**config.mk**
```make
export PLATFORM = sky130hd
export DESIGN_NAME = threshold_spot_centroid
export DESIGN_NICKNAME = d
export VERILOG_FILES = /design/src/hdl/tsc_pkg.sv /design/src/hdl/threshold_spot_centroid.sv /design/src/hdl/tsc_front.sv /design/src/hdl/tsc_fifo.sv /design/src/hdl/tsc_back.sv
export VERILOG_INCLUDE_DIRS = /design/src /design/src/hdl
export SDC_FILE = /design/constraint.sdc
export NUM_CORES = 1
export LEC_CHECK = 0
export BUFFER_PORTS_ARGS = -buffer_cell sky130_fd_sc_hd__buf_2
export CORE_MARGIN = 2
export CORE_UTILIZATION = 35
export DETAILED_ROUTE_END_ITERATION = 10
export PLACE_DENSITY = 0.56
export SYNTH_ARGS = -nofsm -noshare
export SYNTH_HDL_FRONTEND = slang
export SYNTH_HIERARCHICAL = 1
export SYNTH_SLANG_ARGS = --single-unit
```
**constraint.sdc**
```tcl
create_clock -name clk -period 10.3 [get_ports clk]
set_input_delay 2.06 -clock clk [delete_from_list [all_inputs] [get_ports clk]]
set_output_delay 2.06 -clock clk [all_outputs]
set_load 0.05 [all_outputs]
```
**src/hdl/threshold_spot_centroid_defines.svh**
```systemverilog
`ifndef THRESHOLD_SPOT_CENTROID_DEFINES_SVH
`define THRESHOLD_SPOT_CENTROID_DEFINES_SVH

// implication checked on the same edge
`define TSC_ASSERT_NOW(lbl, ante, cons, msg) \
  lbl: assert property (@(posedge clk) disable iff (!rst_n) (ante) |-> (cons)) else $error(msg);

// implication checked on the next edge
`define TSC_ASSERT_NEXT(lbl, ante, cons, msg) \
  lbl: assert property (@(posedge clk) disable iff (!rst_n) (ante) |=> (cons)) else $error(msg);

`endif

```
**src/hdl/tsc_pkg.sv**
```systemverilog
`timescale 1ns / 1ps

package tsc_pkg;

  localparam int HIT_W = 23;
  localparam int COORD_W = 11;
  localparam int PIX_W = 8;
  localparam int GRAY_ACC_W = 22;
  localparam int GRAY_SHIFT = 14;

  localparam logic [13:0] GRAY_W_FIRST = 14'd4899;
  localparam logic [13:0] GRAY_W_SECOND = 14'd9617;
  localparam logic [13:0] GRAY_W_THIRD = 14'd1868;
  localparam logic [GRAY_ACC_W-1:0] GRAY_ROUND = GRAY_ACC_W'(8192);

  localparam logic [PIX_W-1:0] THRESH_RESET = 8'd229;

  localparam int QDEPTH = 2;

  typedef enum logic [2:0] {
    S_IDLE = 3'b001,
    S_DIV  = 3'b010,
    S_FIN  = 3'b100
  } div_state_t;

endpackage

```
**src/hdl/threshold_spot_centroid.sv**
```systemverilog
`timescale 1ns / 1ps
// channel  dir  handshake             beat
// in_      in   in_valid/in_ready     one pixel: three channels, line and frame marks
// out_     out  out_valid/out_ready   one frame result: found flag, mean column and row
// cfg_     in   cfg_valid/cfg_ready   brightness threshold, 8 bits
// pixels are taken one per cycle while in_ready is high, through a two-stage front
// (gray and compare, then sums); after end of frame a frame result is computed by the
// one-bit-per-cycle restoring divider
// a two-entry frame queue sits between front and divider
// in_ready drops only when an end-of-frame pixel meets a full queue; cfg_ready is always high
// synchronous active-low reset clears counters and sums and sets the threshold to 229

module threshold_spot_centroid import tsc_pkg::*; #(
  parameter int MAX_WIDTH = 2048,
  parameter int MAX_HEIGHT = 2048
) (
  input  logic               clk,
  input  logic               rst_n,
  input  logic               cfg_valid,
  output logic               cfg_ready,
  input  logic [PIX_W-1:0]   cfg_data,
  input  logic               in_valid,
  output logic               in_ready,
  input  logic [PIX_W-1:0]   in_channel_first,
  input  logic [PIX_W-1:0]   in_channel_second,
  input  logic [PIX_W-1:0]   in_channel_third,
  input  logic               in_end_of_line,
  input  logic               in_end_of_frame,
  output logic               out_valid,
  input  logic               out_ready,
  output logic               out_spot_found,
  output logic [COORD_W-1:0] out_spot_x,
  output logic [COORD_W-1:0] out_spot_y
);

  localparam int CW = $clog2(MAX_WIDTH);
  localparam int RW = $clog2(MAX_HEIGHT);
  localparam int XSW = HIT_W + CW;
  localparam int YSW = HIT_W + RW;
  localparam int RECW = HIT_W + XSW + YSW;

  logic             f_valid, f_ready, b_valid, b_ready;
  logic [HIT_W-1:0] f_hits, b_hits;
  logic [XSW-1:0]   f_xsum, b_xsum;
  logic [YSW-1:0]   f_ysum, b_ysum;
  logic [RECW-1:0]  q_rd_data;

  assign cfg_ready = 1'b1;

  tsc_front #(
    .MAX_WIDTH (MAX_WIDTH),
    .MAX_HEIGHT(MAX_HEIGHT)
  ) u_front (
    .clk              (clk),
    .rst_n            (rst_n),
    .cfg_valid        (cfg_valid),
    .cfg_data         (cfg_data),
    .in_valid         (in_valid),
    .in_ready         (in_ready),
    .in_channel_first (in_channel_first),
    .in_channel_second(in_channel_second),
    .in_channel_third (in_channel_third),
    .in_end_of_line   (in_end_of_line),
    .in_end_of_frame  (in_end_of_frame),
    .rec_valid        (f_valid),
    .rec_ready        (f_ready),
    .rec_hits         (f_hits),
    .rec_xsum         (f_xsum),
    .rec_ysum         (f_ysum)
  );

  tsc_fifo #(
    .W(RECW)
  ) u_fifo (
    .clk     (clk),
    .rst_n   (rst_n),
    .wr_valid(f_valid),
    .wr_ready(f_ready),
    .wr_data ({f_hits, f_xsum, f_ysum}),
    .rd_valid(b_valid),
    .rd_ready(b_ready),
    .rd_data (q_rd_data)
  );

  assign {b_hits, b_xsum, b_ysum} = q_rd_data;

  tsc_back #(
    .XSW(XSW),
    .YSW(YSW)
  ) u_back (
    .clk           (clk),
    .rst_n         (rst_n),
    .rec_valid     (b_valid),
    .rec_ready     (b_ready),
    .rec_hits      (b_hits),
    .rec_xsum      (b_xsum),
    .rec_ysum      (b_ysum),
    .out_valid     (out_valid),
    .out_ready     (out_ready),
    .out_spot_found(out_spot_found),
    .out_spot_x    (out_spot_x),
    .out_spot_y    (out_spot_y)
  );

endmodule

```
**src/hdl/tsc_front.sv**
```systemverilog
`timescale 1ns / 1ps
`include "threshold_spot_centroid_defines.svh"

module tsc_front import tsc_pkg::*; #(
  parameter int MAX_WIDTH = 2048,
  parameter int MAX_HEIGHT = 2048,
  localparam int CW = $clog2(MAX_WIDTH),
  localparam int RW = $clog2(MAX_HEIGHT),
  localparam int XSW = HIT_W + CW,
  localparam int YSW = HIT_W + RW
) (
  input  logic             clk,
  input  logic             rst_n,
  input  logic             cfg_valid,
  input  logic [PIX_W-1:0] cfg_data,
  input  logic             in_valid,
  output logic             in_ready,
  input  logic [PIX_W-1:0] in_channel_first,
  input  logic [PIX_W-1:0] in_channel_second,
  input  logic [PIX_W-1:0] in_channel_third,
  input  logic             in_end_of_line,
  input  logic             in_end_of_frame,
  output logic             rec_valid,
  input  logic             rec_ready,
  output logic [HIT_W-1:0] rec_hits,
  output logic [XSW-1:0]   rec_xsum,
  output logic [YSW-1:0]   rec_ysum
);

  logic [PIX_W-1:0]      thresh_r, thresh_nxt;
  logic                  s1_valid_r, s1_valid_nxt;
  logic                  s1_hit_r, s1_eol_r, s1_eof_r;
  logic [CW-1:0]         col_r, col_nxt;
  logic [RW-1:0]         row_r, row_nxt;
  logic [HIT_W-1:0]      hits_r, hits_nxt;
  logic [XSW-1:0]        xsum_r, xsum_nxt;
  logic [YSW-1:0]        ysum_r, ysum_nxt;
  logic [GRAY_ACC_W-1:0] gray_acc;
  logic [PIX_W-1:0]      gray;
  logic                  accept, adv, take;

  assign gray_acc = GRAY_ACC_W'(in_channel_first) * GRAY_ACC_W'(GRAY_W_FIRST)
                  + GRAY_ACC_W'(in_channel_second) * GRAY_ACC_W'(GRAY_W_SECOND)
                  + GRAY_ACC_W'(in_channel_third) * GRAY_ACC_W'(GRAY_W_THIRD)
                  + GRAY_ROUND;
  assign gray = gray_acc[GRAY_SHIFT +: PIX_W];

  assign adv = s1_valid_r && (!s1_eof_r || rec_ready);
  assign in_ready = !s1_valid_r || adv;
  assign accept = in_valid && in_ready;

  assign take = s1_hit_r && (hits_r != {HIT_W{1'b1}});

  assign rec_valid = s1_valid_r && s1_eof_r;
  assign rec_hits = take ? hits_r + HIT_W'(1) : hits_r;
  assign rec_xsum = take ? xsum_r + XSW'(col_r) : xsum_r;
  assign rec_ysum = take ? ysum_r + YSW'(row_r) : ysum_r;

  always_comb begin
    thresh_nxt = cfg_valid ? cfg_data : thresh_r;
    s1_valid_nxt = accept ? 1'b1 : (adv ? 1'b0 : s1_valid_r);
    col_nxt = col_r;
    row_nxt = row_r;
    hits_nxt = hits_r;
    xsum_nxt = xsum_r;
    ysum_nxt = ysum_r;
    if (adv) begin
      if (s1_eof_r) begin
        col_nxt = '0;
        row_nxt = '0;
        hits_nxt = '0;
        xsum_nxt = '0;
        ysum_nxt = '0;
      end else begin
        hits_nxt = rec_hits;
        xsum_nxt = rec_xsum;
        ysum_nxt = rec_ysum;
        if (s1_eol_r) begin
          col_nxt = '0;
          if (row_r < RW'(MAX_HEIGHT - 1)) row_nxt = row_r + RW'(1);
        end else if (col_r < CW'(MAX_WIDTH - 1)) begin
          col_nxt = col_r + CW'(1);
        end
      end
    end
  end

  always_ff @(posedge clk) begin
    if (!rst_n) begin
      thresh_r <= THRESH_RESET;
      s1_valid_r <= 1'b0;
      col_r <= '0;
      row_r <= '0;
      hits_r <= '0;
      xsum_r <= '0;
      ysum_r <= '0;
    end else begin
      thresh_r <= thresh_nxt;
      s1_valid_r <= s1_valid_nxt;
      col_r <= col_nxt;
      row_r <= row_nxt;
      hits_r <= hits_nxt;
      xsum_r <= xsum_nxt;
      ysum_r <= ysum_nxt;
    end
  end

  always_ff @(posedge clk) begin
    if (accept) begin
      s1_hit_r <= gray > thresh_r;
      s1_eol_r <= in_end_of_line;
      s1_eof_r <= in_end_of_frame;
    end
  end

  `TSC_ASSERT_NEXT(a_frame_clear, adv && s1_eof_r,
    col_r == '0 && row_r == '0 && hits_r == '0 && xsum_r == '0 && ysum_r == '0,
    "frame state not cleared after end of frame")

endmodule

```
**src/hdl/tsc_fifo.sv**
```systemverilog
`timescale 1ns / 1ps
`include "threshold_spot_centroid_defines.svh"

module tsc_fifo import tsc_pkg::*; #(
  parameter int W = 91
) (
  input  logic         clk,
  input  logic         rst_n,
  input  logic         wr_valid,
  output logic         wr_ready,
  input  logic [W-1:0] wr_data,
  output logic         rd_valid,
  input  logic         rd_ready,
  output logic [W-1:0] rd_data
);

  localparam int PW = $clog2(QDEPTH);
  localparam int CNTW = $clog2(QDEPTH + 1);

  logic [W-1:0]    mem_r [QDEPTH];
  logic [PW-1:0]   wr_ptr_r, wr_ptr_nxt;
  logic [PW-1:0]   rd_ptr_r, rd_ptr_nxt;
  logic [CNTW-1:0] cnt_r, cnt_nxt;
  logic            push, pop;

  assign wr_ready = cnt_r != CNTW'(QDEPTH);
  assign rd_valid = cnt_r != '0;
  assign rd_data = mem_r[rd_ptr_r];
  assign push = wr_valid && wr_ready;
  assign pop = rd_valid && rd_ready;

  always_comb begin
    wr_ptr_nxt = push ? wr_ptr_r + PW'(1) : wr_ptr_r;
    rd_ptr_nxt = pop ? rd_ptr_r + PW'(1) : rd_ptr_r;
    cnt_nxt = cnt_r;
    if (push && !pop) cnt_nxt = cnt_r + CNTW'(1);
    else if (pop && !push) cnt_nxt = cnt_r - CNTW'(1);
  end

  always_ff @(posedge clk) begin
    if (!rst_n) begin
      wr_ptr_r <= '0;
      rd_ptr_r <= '0;
      cnt_r <= '0;
    end else begin
      wr_ptr_r <= wr_ptr_nxt;
      rd_ptr_r <= rd_ptr_nxt;
      cnt_r <= cnt_nxt;
    end
  end

  always_ff @(posedge clk) begin
    if (push) mem_r[wr_ptr_r] <= wr_data;
  end

  `TSC_ASSERT_NOW(a_fill_bound, 1'b1, cnt_r <= CNTW'(QDEPTH),
    "frame queue fill beyond depth")

endmodule

```
**src/hdl/tsc_back.sv**
```systemverilog
`timescale 1ns / 1ps
`include "threshold_spot_centroid_defines.svh"

module tsc_back import tsc_pkg::*; #(
  parameter int XSW = 34,
  parameter int YSW = 34,
  localparam int SW = (XSW > YSW) ? XSW : YSW,
  localparam int CNTW = $clog2(SW + 1)
) (
  input  logic               clk,
  input  logic               rst_n,
  input  logic               rec_valid,
  output logic               rec_ready,
  input  logic [HIT_W-1:0]   rec_hits,
  input  logic [XSW-1:0]     rec_xsum,
  input  logic [YSW-1:0]     rec_ysum,
  output logic               out_valid,
  input  logic               out_ready,
  output logic               out_spot_found,
  output logic [COORD_W-1:0] out_spot_x,
  output logic [COORD_W-1:0] out_spot_y
);

  div_state_t         state_r, state_nxt;
  logic [CNTW-1:0]    cnt_r, cnt_nxt;
  logic [HIT_W-1:0]   div_r, div_nxt;
  logic [SW-1:0]      dx_r, dx_nxt, dy_r, dy_nxt;
  logic [HIT_W-1:0]   rx_r, rx_nxt, ry_r, ry_nxt;
  logic               found_r, found_nxt;
  logic               out_valid_r, out_valid_nxt;
  logic               out_found_r;
  logic [COORD_W-1:0] out_x_r, out_y_r;
  logic [HIT_W:0]     tx, ty;
  logic               gex, gey, pop, load_out;

  assign rec_ready = state_r == S_IDLE;
  assign pop = rec_valid && rec_ready;
  assign load_out = (state_r == S_FIN) && (!out_valid_r || out_ready);

  assign tx = {rx_r, dx_r[SW-1]};
  assign ty = {ry_r, dy_r[SW-1]};
  assign gex = tx >= {1'b0, div_r};
  assign gey = ty >= {1'b0, div_r};

  always_comb begin
    state_nxt = state_r;
    cnt_nxt = cnt_r;
    div_nxt = div_r;
    dx_nxt = dx_r;
    dy_nxt = dy_r;
    rx_nxt = rx_r;
    ry_nxt = ry_r;
    found_nxt = found_r;
    out_valid_nxt = out_valid_r;
    if (out_valid_r && out_ready) out_valid_nxt = 1'b0;
    unique case (state_r)
      S_IDLE: begin
        if (pop) begin
          found_nxt = rec_hits != '0;
          div_nxt = rec_hits;
          rx_nxt = '0;
          ry_nxt = '0;
          cnt_nxt = CNTW'(SW);
          if (rec_hits != '0) begin
            dx_nxt = SW'(rec_xsum);
            dy_nxt = SW'(rec_ysum);
            state_nxt = S_DIV;
          end else begin
            dx_nxt = '0;
            dy_nxt = '0;
            state_nxt = S_FIN;
          end
        end
      end
      S_DIV: begin
        rx_nxt = gex ? HIT_W'(tx - {1'b0, div_r}) : tx[HIT_W-1:0];
        ry_nxt = gey ? HIT_W'(ty - {1'b0, div_r}) : ty[HIT_W-1:0];
        dx_nxt = {dx_r[SW-2:0], gex};
        dy_nxt = {dy_r[SW-2:0], gey};
        cnt_nxt = cnt_r - CNTW'(1);
        if (cnt_r == CNTW'(1)) state_nxt = S_FIN;
      end
      S_FIN: begin
        if (load_out) begin
          out_valid_nxt = 1'b1;
          state_nxt = S_IDLE;
        end
      end
      default: state_nxt = S_IDLE;
    endcase
  end

  always_ff @(posedge clk) begin
    if (!rst_n) begin
      state_r <= S_IDLE;
      out_valid_r <= 1'b0;
    end else begin
      state_r <= state_nxt;
      out_valid_r <= out_valid_nxt;
    end
  end

  always_ff @(posedge clk) begin
    cnt_r <= cnt_nxt;
    div_r <= div_nxt;
    dx_r <= dx_nxt;
    dy_r <= dy_nxt;
    rx_r <= rx_nxt;
    ry_r <= ry_nxt;
    found_r <= found_nxt;
    if (load_out) begin
      out_found_r <= found_r;
      out_x_r <= dx_r[COORD_W-1:0];
      out_y_r <= dy_r[COORD_W-1:0];
    end
  end

  assign out_valid = out_valid_r;
  assign out_spot_found = out_found_r;
  assign out_spot_x = out_x_r;
  assign out_spot_y = out_y_r;

  `TSC_ASSERT_NOW(a_rem_below_div, state_r == S_DIV,
    rx_r < div_r && ry_r < div_r, "partial remainder not below divisor")
  `TSC_ASSERT_NOW(a_empty_zero, out_valid_r && !out_found_r,
    out_x_r == '0 && out_y_r == '0, "empty frame with nonzero centroid")

endmodule
```
==> results summary, run 1 <==
The share of the cycle needed by the critical path after routing is 0.903. The share of the yosys chip area belonging to registers came out at 0.451. The total of warnings raised by yosys is 6.

The arrival time reported for the critical path endpoint came out at 9.64 ns. The async set-or-reset flop fraction in the synthesized netlist is 0. The number of different library cells in the post-synthesis netlist is 92. The post-synthesis register bit count is 483. The number of buffers inserted during clock tree synthesis came out at 52. The required time of the worst setup path is 10.64 ns.

Using the TritonRoute via totals, the vias-per-cell ratio works out to 5.02. Measured along the x axis, the die boundary spans 293 um. Along the worst path, the maximum fanout reaches 5.

The setup-violating endpoint count in the final report is 0. The largest total area in the synthesized netlist belongs to sky130_fd_sc_hd__edfxtp_1. The number of antenna violations at the first check in global routing came out at 4.

The placeable core region is 83200 sq um. The clock skew is 0.0140 ns. The run finished with clean final reports. The max-slew violation count was 0. The reported leakage power came out at 0.0128 uW. Power comes to 9440 uW. The initial cell density of the core came out at 0.352. The number of maximum-capacitance constraint violations came out at 0. The total wire length after detailed routing came out at 64800 um. The maximum vdd ir drop is 0.396 mV. The first-pass GRT wire length is 104000 um.

The clock period minus final worst setup slack came out at 9.30 ns. At the end of the flow, the number of nets in the layout was 3174. The placed wire-length estimate is 44800 um.

The placer's final routability congestion estimate is 0.828. Headroom to the max-slew limit came out at 0.271. The worst setup path is launched from a primary input. Buffers placed on the I/O ports in this run total 63. The die height came out at 293 um. Synthesis handed over a netlist of 2794 instances.

The critical path's largest stage delay is 0.55 ns. Setup repair after global routing left no endpoint under its margin. For this design, the CTS-stage hold fixing added 0 buffers. At the pin with the least slew margin, the transition time is 1.09 ns. The startpoint of the lowest-slack hold path is u_back/found_r. The endpoint identified for the worst register-to-register timing path is u_back/ry_r[2]. In the synthesized netlist, the cells that appear most often are 352 x sky130_fd_sc_hd__edfxtp_1, 333 x sky130_fd_sc_hd__nand2_1, 276 x sky130_fd_sc_hd__inv_1, 225 x sky130_fd_sc_hd__ha_1, 187 x sky130_fd_sc_hd__o21ai_0. The most used flip-flop cell after synthesis is sky130_fd_sc_hd__edfxtp_1. For hold timing, the worst endpoint is u_back/out_spot_found. Summed over all failing endpoints, the final setup total negative slack is 0 ns.

The global-route usage over all layers is 0.150. The instance count along the most critical hold path came out at 0. The worst register-to-register path begins at u_back/state_r[0]. The number of hold violations in the final report is 0. The row count came out at 106. The total overflow reported by the global router is 0. The count of H-tree levels built during CTS is 2.

The number of nets produced by synthesis is 3149. The count of flip-flops with a built-in enable after synthesis came out at 352. The path type of the worst min-delay path is reg -> reg. The number of DRC violations after detailed-routing iteration 0 came out at 1316. The via count of the routed design is 19800. Clock-pin slew was measured on the worst setup and hold paths at 0.06 ns. The full die area is 85900 sq um. The synthesized area per cell came out at 10.5 sq um.

The filler cell count is 8080. Once the clock tree was built, the resizer swapped 0 gates to a different size. The most common cell in the synthesized netlist is sky130_fd_sc_hd__edfxtp_1. By area the synthesized netlist is led by sky130_fd_sc_hd__edfxtp_1 36%, sky130_fd_sc_hd__ha_1 9.6%, sky130_fd_sc_hd__dfxtp_1 9.0%, sky130_fd_sc_hd__fa_1 6.2%, sky130_fd_sc_hd__nand2_1 4.3%. The share of the synthesized area in the top cell type is 0.361. STA classifies the critical path endpoint as a flop.

The worst register-to-register path has a setup slack of 6.69 ns. The maximum achievable frequency came out at 0.108 GHz. In the routed design, unresolved DRC markers number 0. 65 I/O pins were placed. The area growth from synthesis to layout is 10.5%. The fraction of final layout cells with drive strength greater than 1 is 0.110. In the final routed layout, each cell accounts on average for 16.4 um. The pre-antenna-repair detailed-routing pass consisted of 5 iterations. The number of nets with antenna violations after routing is 0.

For this design, the sink count on the clock tree is 483. The area of the mapped netlist is 29200 sq um. The maximum number of buffers from clock root to sink is 3. The via count of the first global-routing pass came to 18700. The clock reaches the later pin of the worst-skew pair after 0.59 ns.

The power per standard cell area came out at 292 nW/um^2. The largest net degree at the start of global routing is 74. The length in cells of the worst reg-to-reg path is 4. The post-CTS setup repair buffer count is 0.

The count of antenna diodes in the layout is 0. TritonCTS built the clock tree. On the critical path, the stage with the largest delay is an instance of sky130_fd_sc_hd__fa_1.

The setup path with the least slack is of type in -> reg. In this run the clock root is driven by a sky130_fd_sc_hd__clkbuf_16.
flip-flops by register name (all words and copies together), names as in the netlist, 2 cells and up, named ones only:
register / count
u_back/out_spot_x: 11
u_back/cnt_r: 6
u_back/ry_r: 23
u_front/xsum_r: 34
u_back/rx_r: 23
u_front/thresh_r: 8
u_back/state_r: 3
u_front/col_r: 11
u_fifo/cnt_r: 2
u_back/div_r: 23
u_back/dy_r: 34
u_fifo/mem_r: 182
u_back/dx_r: 34
u_front/row_r: 11
u_front/hits_r: 23
u_back/out_spot_y: 11
u_front/ysum_r: 34
per-stage QoR:
step	util	setup WS [ns]	instance area [sq um]	instances	hold slack, ns
2_1_floorplan	-	0.969	29200	2794	0.400
3_3_place_gp	0.368	0.398	30600	3845	0.408
3_5_place_dp	0.368	0.372	30600	3845	0.407
4_1_cts	0.389	0.994	32300	3943	0.421
5_1_grt	0.389	0.465	32300	3943	0.427
6_report	0.389	0.999	32300	3943	0.418
layout by cell type, fill, tap and decap left out, drive strengths merged, types with 16 or more instances in the layout:
cell | netlist | layout
and2 | 16 | 16
xor2 | 65 | 65
buf | 40 | 85
nor3 | 41 | 41
o211ai | 19 | 19
nor2 | 160 | 160
xnor2 | 98 | 98
nor4 | 17 | 17
o31ai | 23 | 23
nor2b | 39 | 39
o21ai | 194 | 194
and3 | 27 | 27
mux2i | 21 | 21
nand4 | 22 | 22
mux2 | 92 | 92
nand2 | 333 | 333
nand3 | 57 | 57
dfxtp | 131 | 131
a31oi | 24 | 24
clkinv | 0 | 21
a21o | 42 | 42
o21a | 17 | 17
ha | 225 | 225
inv | 276 | 275
edfxtp | 352 | 352
a21oi | 110 | 110
clkbuf | 74 | 72
fa | 91 | 91
worst max-delay path: cells and delay by family:
| family | cells | cell delay (ns) |
|---|---|---|
| fa+ha+maj | 12 | 4.90 |
| compound gates | 8 | 0.98 |
| simple gates | 7 | 0.96 |
| buf+inv | 7 | 0.45 |
| xor+xnor | 2 | 0.29 |
area by class of cell:
type                    count  area [sq um]  share of cell area
multi-input cells        1921         14500               0.449
flip-flops and latches    483         13200               0.408
clock buffers              72          1490              0.0461
well taps                1080          1350              0.0418
inverters                 276          1040              0.0321
repair buffers             85           480              0.0149
clock inverters            26           246             0.00763
logic make-up (layout without fill, tap and decap cells):
logic type                 Yosys count  count (layout)  synth area share
other                                1               1          0.000128
AOI/OAI and AO/OA                  550             550             0.121
and+or+nand+nor                    778             778             0.124
muxes                              113             113            0.0426
buffers and inverters              390             459            0.0543
DFF                                483             483             0.451
adders and majority gates          316             316             0.159
xor gates and xnor gates           163             163            0.0488
report_power, final:
part / switching, uW / leakage (uW) / total, uW / internal, uW
sequential: 149 / 0.00426 / 2660 / 2510
combinational: 2770 / 0.00764 / 4890 / 2120
clock: 784 / 0.000853 / 1890 / 1110
worst max path at each step:
stage,start,end,slack [ns],cells past startpoint
3_5_place_dp,in_channel_third[2],u_front/s1_hit_r,0.37,36
2_1_floorplan,in_channel_third[2],u_front/s1_hit_r,0.97,35
5_1_grt,in_channel_third[2],u_front/s1_hit_r,0.47,37
3_3_place_gp,in_channel_third[2],u_front/s1_hit_r,0.40,36
4_1_cts,in_channel_third[2],u_front/s1_hit_r,0.99,36
6_report,in_channel_third[2],u_front/s1_hit_r,1.0,36
layer usage:
metal | global-route usage | part of all wire
met1 | 0.222 | 0.51
met2 | 0.230 | 0.43
met3 | 0.0214 | 0.040
met4 | 0.0375 | 0.020
met5 | 0 | 0.00069
Note: power is estimated with default switching activity, not from simulation.
==> inputs of run 2 (changes only) <==
--- a/config.mk
+++ b/config.mk
@@ -9,6 +9,7 @@
 export BUFFER_PORTS_ARGS = -buffer_cell sky130_fd_sc_hd__buf_2
 export CORE_MARGIN = 2
 export CORE_UTILIZATION = 35
+export CTS_BUF_LIST = sky130_fd_sc_hd__clkbuf_2 sky130_fd_sc_hd__clkbuf_4 sky130_fd_sc_hd__clkbuf_8
 export DETAILED_ROUTE_END_ITERATION = 10
 export PLACE_DENSITY = 0.56
 export SYNTH_ARGS = -nofsm -noshare
==> run 2 against run 1 <==
Sequential power about the same. Worst hold slack better by 0.00070 ns. Sequential share of layout area down 0.16 points.
==> results summary, run 2 (synthesis gave the netlist of run 1 again) <==
The slew at the pin closest to its max-slew limit is 1.09 ns (about the same). The count of boundary I/O pins is 65 (unchanged). The cell internal power dissipation came to 5740 uW (about the same). The count of input and output buffers came out at 63 (unchanged). The chip width is 293 um (unchanged).

The worst-case headroom to the max-slew limit is 0.271 (about the same). The path type of the worst min-delay path was reg -> reg (unchanged). The register with the most flip-flops was u_fifo/mem_r (unchanged). The total overflow reported by the global router was 0 (unchanged). The most frequent standard cell in the layout excluding fill and tap cells is sky130_fd_sc_hd__edfxtp_1 (unchanged). Outcome: finished, final reports clean (unchanged). The post-CTS setup repair buffer count came to 0 (unchanged).

The maximum number of buffers from clock root to sink came out at 3 (unchanged). The post-cts repair resize count is 0 (unchanged). The placed wire-length estimate is 44800 um (unchanged).

The mean number of vias per cell was 5.00 (was 5.02). The maximum vdd ir drop is 0.404 mV (was 0.396 mV). The setup-violating endpoint count in the final report came out at 0 (unchanged). The number of antenna violations at the first check in global routing came out at 5 (was 4). The post-route DRC violation count is 0 (unchanged). The critical path's largest stage delay is 0.55 ns (about the same).

The TritonCTS clock tree is done (unchanged). The fraction of final layout cells with drive strength greater than 1 came out at 0.129 (was 0.110). The placer's final routability congestion estimate is 0.828 (unchanged). The power per standard cell area came out at 293 nW/um^2 (was 292 nW/um^2). The slowest stage cell on the critical path is sky130_fd_sc_hd__fa_1 (unchanged).

The reported leakage power is 0.0129 uW (was 0.0128 uW). The class of the most critical setup path is in -> reg (unchanged). The required time of the worst setup path is 10.74 ns (was 10.64 ns). The count of H-tree levels built during CTS is 3 (was 2). The worst setup path startpoint is in_channel_third[2] (unchanged).

The area growth from synthesis to layout is 11.0% (was 10.5%). The filler cell count is 8133 (was 8080). The final critical-path setup slack is 1.09 ns (was 0.999 ns).

The sort of element at the end of the critical path is a flop (unchanged). The via count of the routed design came to 20000 (was 19800). Most frequent cells in the layout: 352 x sky130_fd_sc_hd__edfxtp_1, 332 x sky130_fd_sc_hd__nand2_1, 275 x sky130_fd_sc_hd__inv_1 (unchanged).

The post-route setup TNS was 0 ns (unchanged). The first-pass GRT wire length is 105000 um (was 104000 um). The minimum setup slack after placement came out at 0.372 ns (unchanged). The number of nets with antenna violations after routing is 0 (unchanged).

The clock tree root buffer cell is sky130_fd_sc_hd__clkbuf_8 (was sky130_fd_sc_hd__clkbuf_16). The maximum fanout encountered on the critical timing path is 5 (unchanged). The number of flip-flops in the largest register is 182 (unchanged).

The combinational power share came out at 0.516 (was 0.518). The clock-pin slew on the worst setup and hold paths came out at 0.06 ns (about the same). The start of the worst register-to-register path is u_back/state_r[0] (unchanged). The full die area came out at 85900 sq um (unchanged).

The initial cell density of the core is 0.352 (unchanged). The kind of start point of the critical path is a primary input (unchanged). The number of DRC violations after detailed-routing iteration 0 was 1300 (was 1316). The number of maximum-capacitance constraint violations is 0 (unchanged). The fraction of power consumed by the clock network is 0.204 (was 0.201). The via count of the first global-routing pass came out at 19100 (was 18700).

The max-slew violation count came out at 0 (unchanged). The arrival time reported for the critical path endpoint is 9.65 ns (was 9.64 ns). The power spent charging and discharging nets is 3760 uW (was 3700 uW). The largest net degree at the start of global routing came to 74 (unchanged). The global-route usage over all layers came out at 0.152 (was 0.150). The die height is 293 um (unchanged). The number of hold-repair buffers added at the cts stage was 0 (unchanged). The latest clock arrival within the worst-skew pair came to 0.70 ns (was 0.59 ns).

The number of nets in the layout came to 3205 (was 3174). The number of buffers inserted during clock tree synthesis came to 83 (was 52). The utilization after layout came out at 0.390 (was 0.389). The row count came out at 106 (unchanged). The net switching share of the total power came out at 0.396 (was 0.392). The first-pass detailed-route iteration total is 5 (unchanged).

The startpoint of the lowest-slack hold path was u_back/found_r (unchanged). The clock period minus final worst setup slack is 9.21 ns (was 9.30 ns). The final routed wire length divided by cell count is 16.3 um (was 16.4 um). Setup repair after global routing missed its margin: false (unchanged). The part of the power in registers came out at 0.280 (was 0.282).

The placeable core region is 83200 sq um (unchanged). The number of hold violations in the final report is 0 (unchanged). The clock skew is 0.0407 ns (was 0.0140 ns). The maximum achievable frequency is 0.109 GHz (was 0.108 GHz).

The sink count of the clock tree is 483 (unchanged). The share of the cycle needed by the critical path after routing came out at 0.894 (was 0.903). The total wire length after detailed routing came out at 65300 um (was 64800 um).
run 2: path summary, 6_finish.rpt:
check	cells past startpoint	to	slack, ns
setup / recovery	36	u_front/s1_hit_r	1.09
hold / removal	0	u_back/out_spot_found	0.42
setup reg to reg	4	u_back/ry_r[1]	6.67
hold reg to reg	0	u_back/out_spot_found	0.42
run 2: area by class of cell:
| type | instances | area (sq um) | share of cell area |
|---|---|---|---|
| inverters | 276 | 1040 | 0.0320 |
| clock inverters | 29 | 352 | 0.0108 |
| clock buffers | 127 | 1510 | 0.0465 |
| repair buffers | 85 | 480 | 0.0148 |
| well taps | 1080 | 1350 | 0.0416 |
| diodes | 1 | 2.50 | 0.0000771 |
| flip-flops and latches | 483 | 13200 | 0.407 |
| multi-input cells | 1921 | 14500 | 0.447 |
run 2: power groups by stage:
stage / registers [uW] / clock network, uW / logic [uW]
2_1_floorplan: 2670 / 0 / 3950
3_3_place_gp: 2700 / 0 / 4880
3_5_place_dp: 2700 / 0 / 4930
4_1_cts: 2670 / 2000 / 4970
5_1_grt: 2700 / 2080 / 5720
6_report: 2660 / 1930 / 4900
run 2: critical path, delay by kind of cell:
| family | cells | cell delay (ns) |
|---|---|---|
| AO/OA/AOI/OAI | 8 | 0.99 |
| XOR/XNOR | 2 | 0.29 |
| adder cells (fa/ha/maj) | 12 | 4.90 |
| buffers and inverters | 7 | 0.45 |
| AND/OR/NAND/NOR | 7 | 0.96 |
run 2: stage by stage:
step	hold WS (ns)	instances	total power, uW	area [sq um]
floorplan	0.400	2794	6620	29200
global placement	0.408	3845	7580	30600
detailed placement	0.407	3845	7630	30600
CTS	0.421	4001	9640	32400
global route	0.427	4002	10500	32400
finish	0.419	4002	9500	32400
run 2: layer usage:
layer / wire, um / GRT usage / up-vias
li1: - / - / 9967
met1: 33000 / 0.221 / 9645
met2: 28400 / 0.231 / 328
met3: 2520 / 0.0228 / 81
met4: 1290 / 0.0484 / 8
met5: 45 / 0 / -
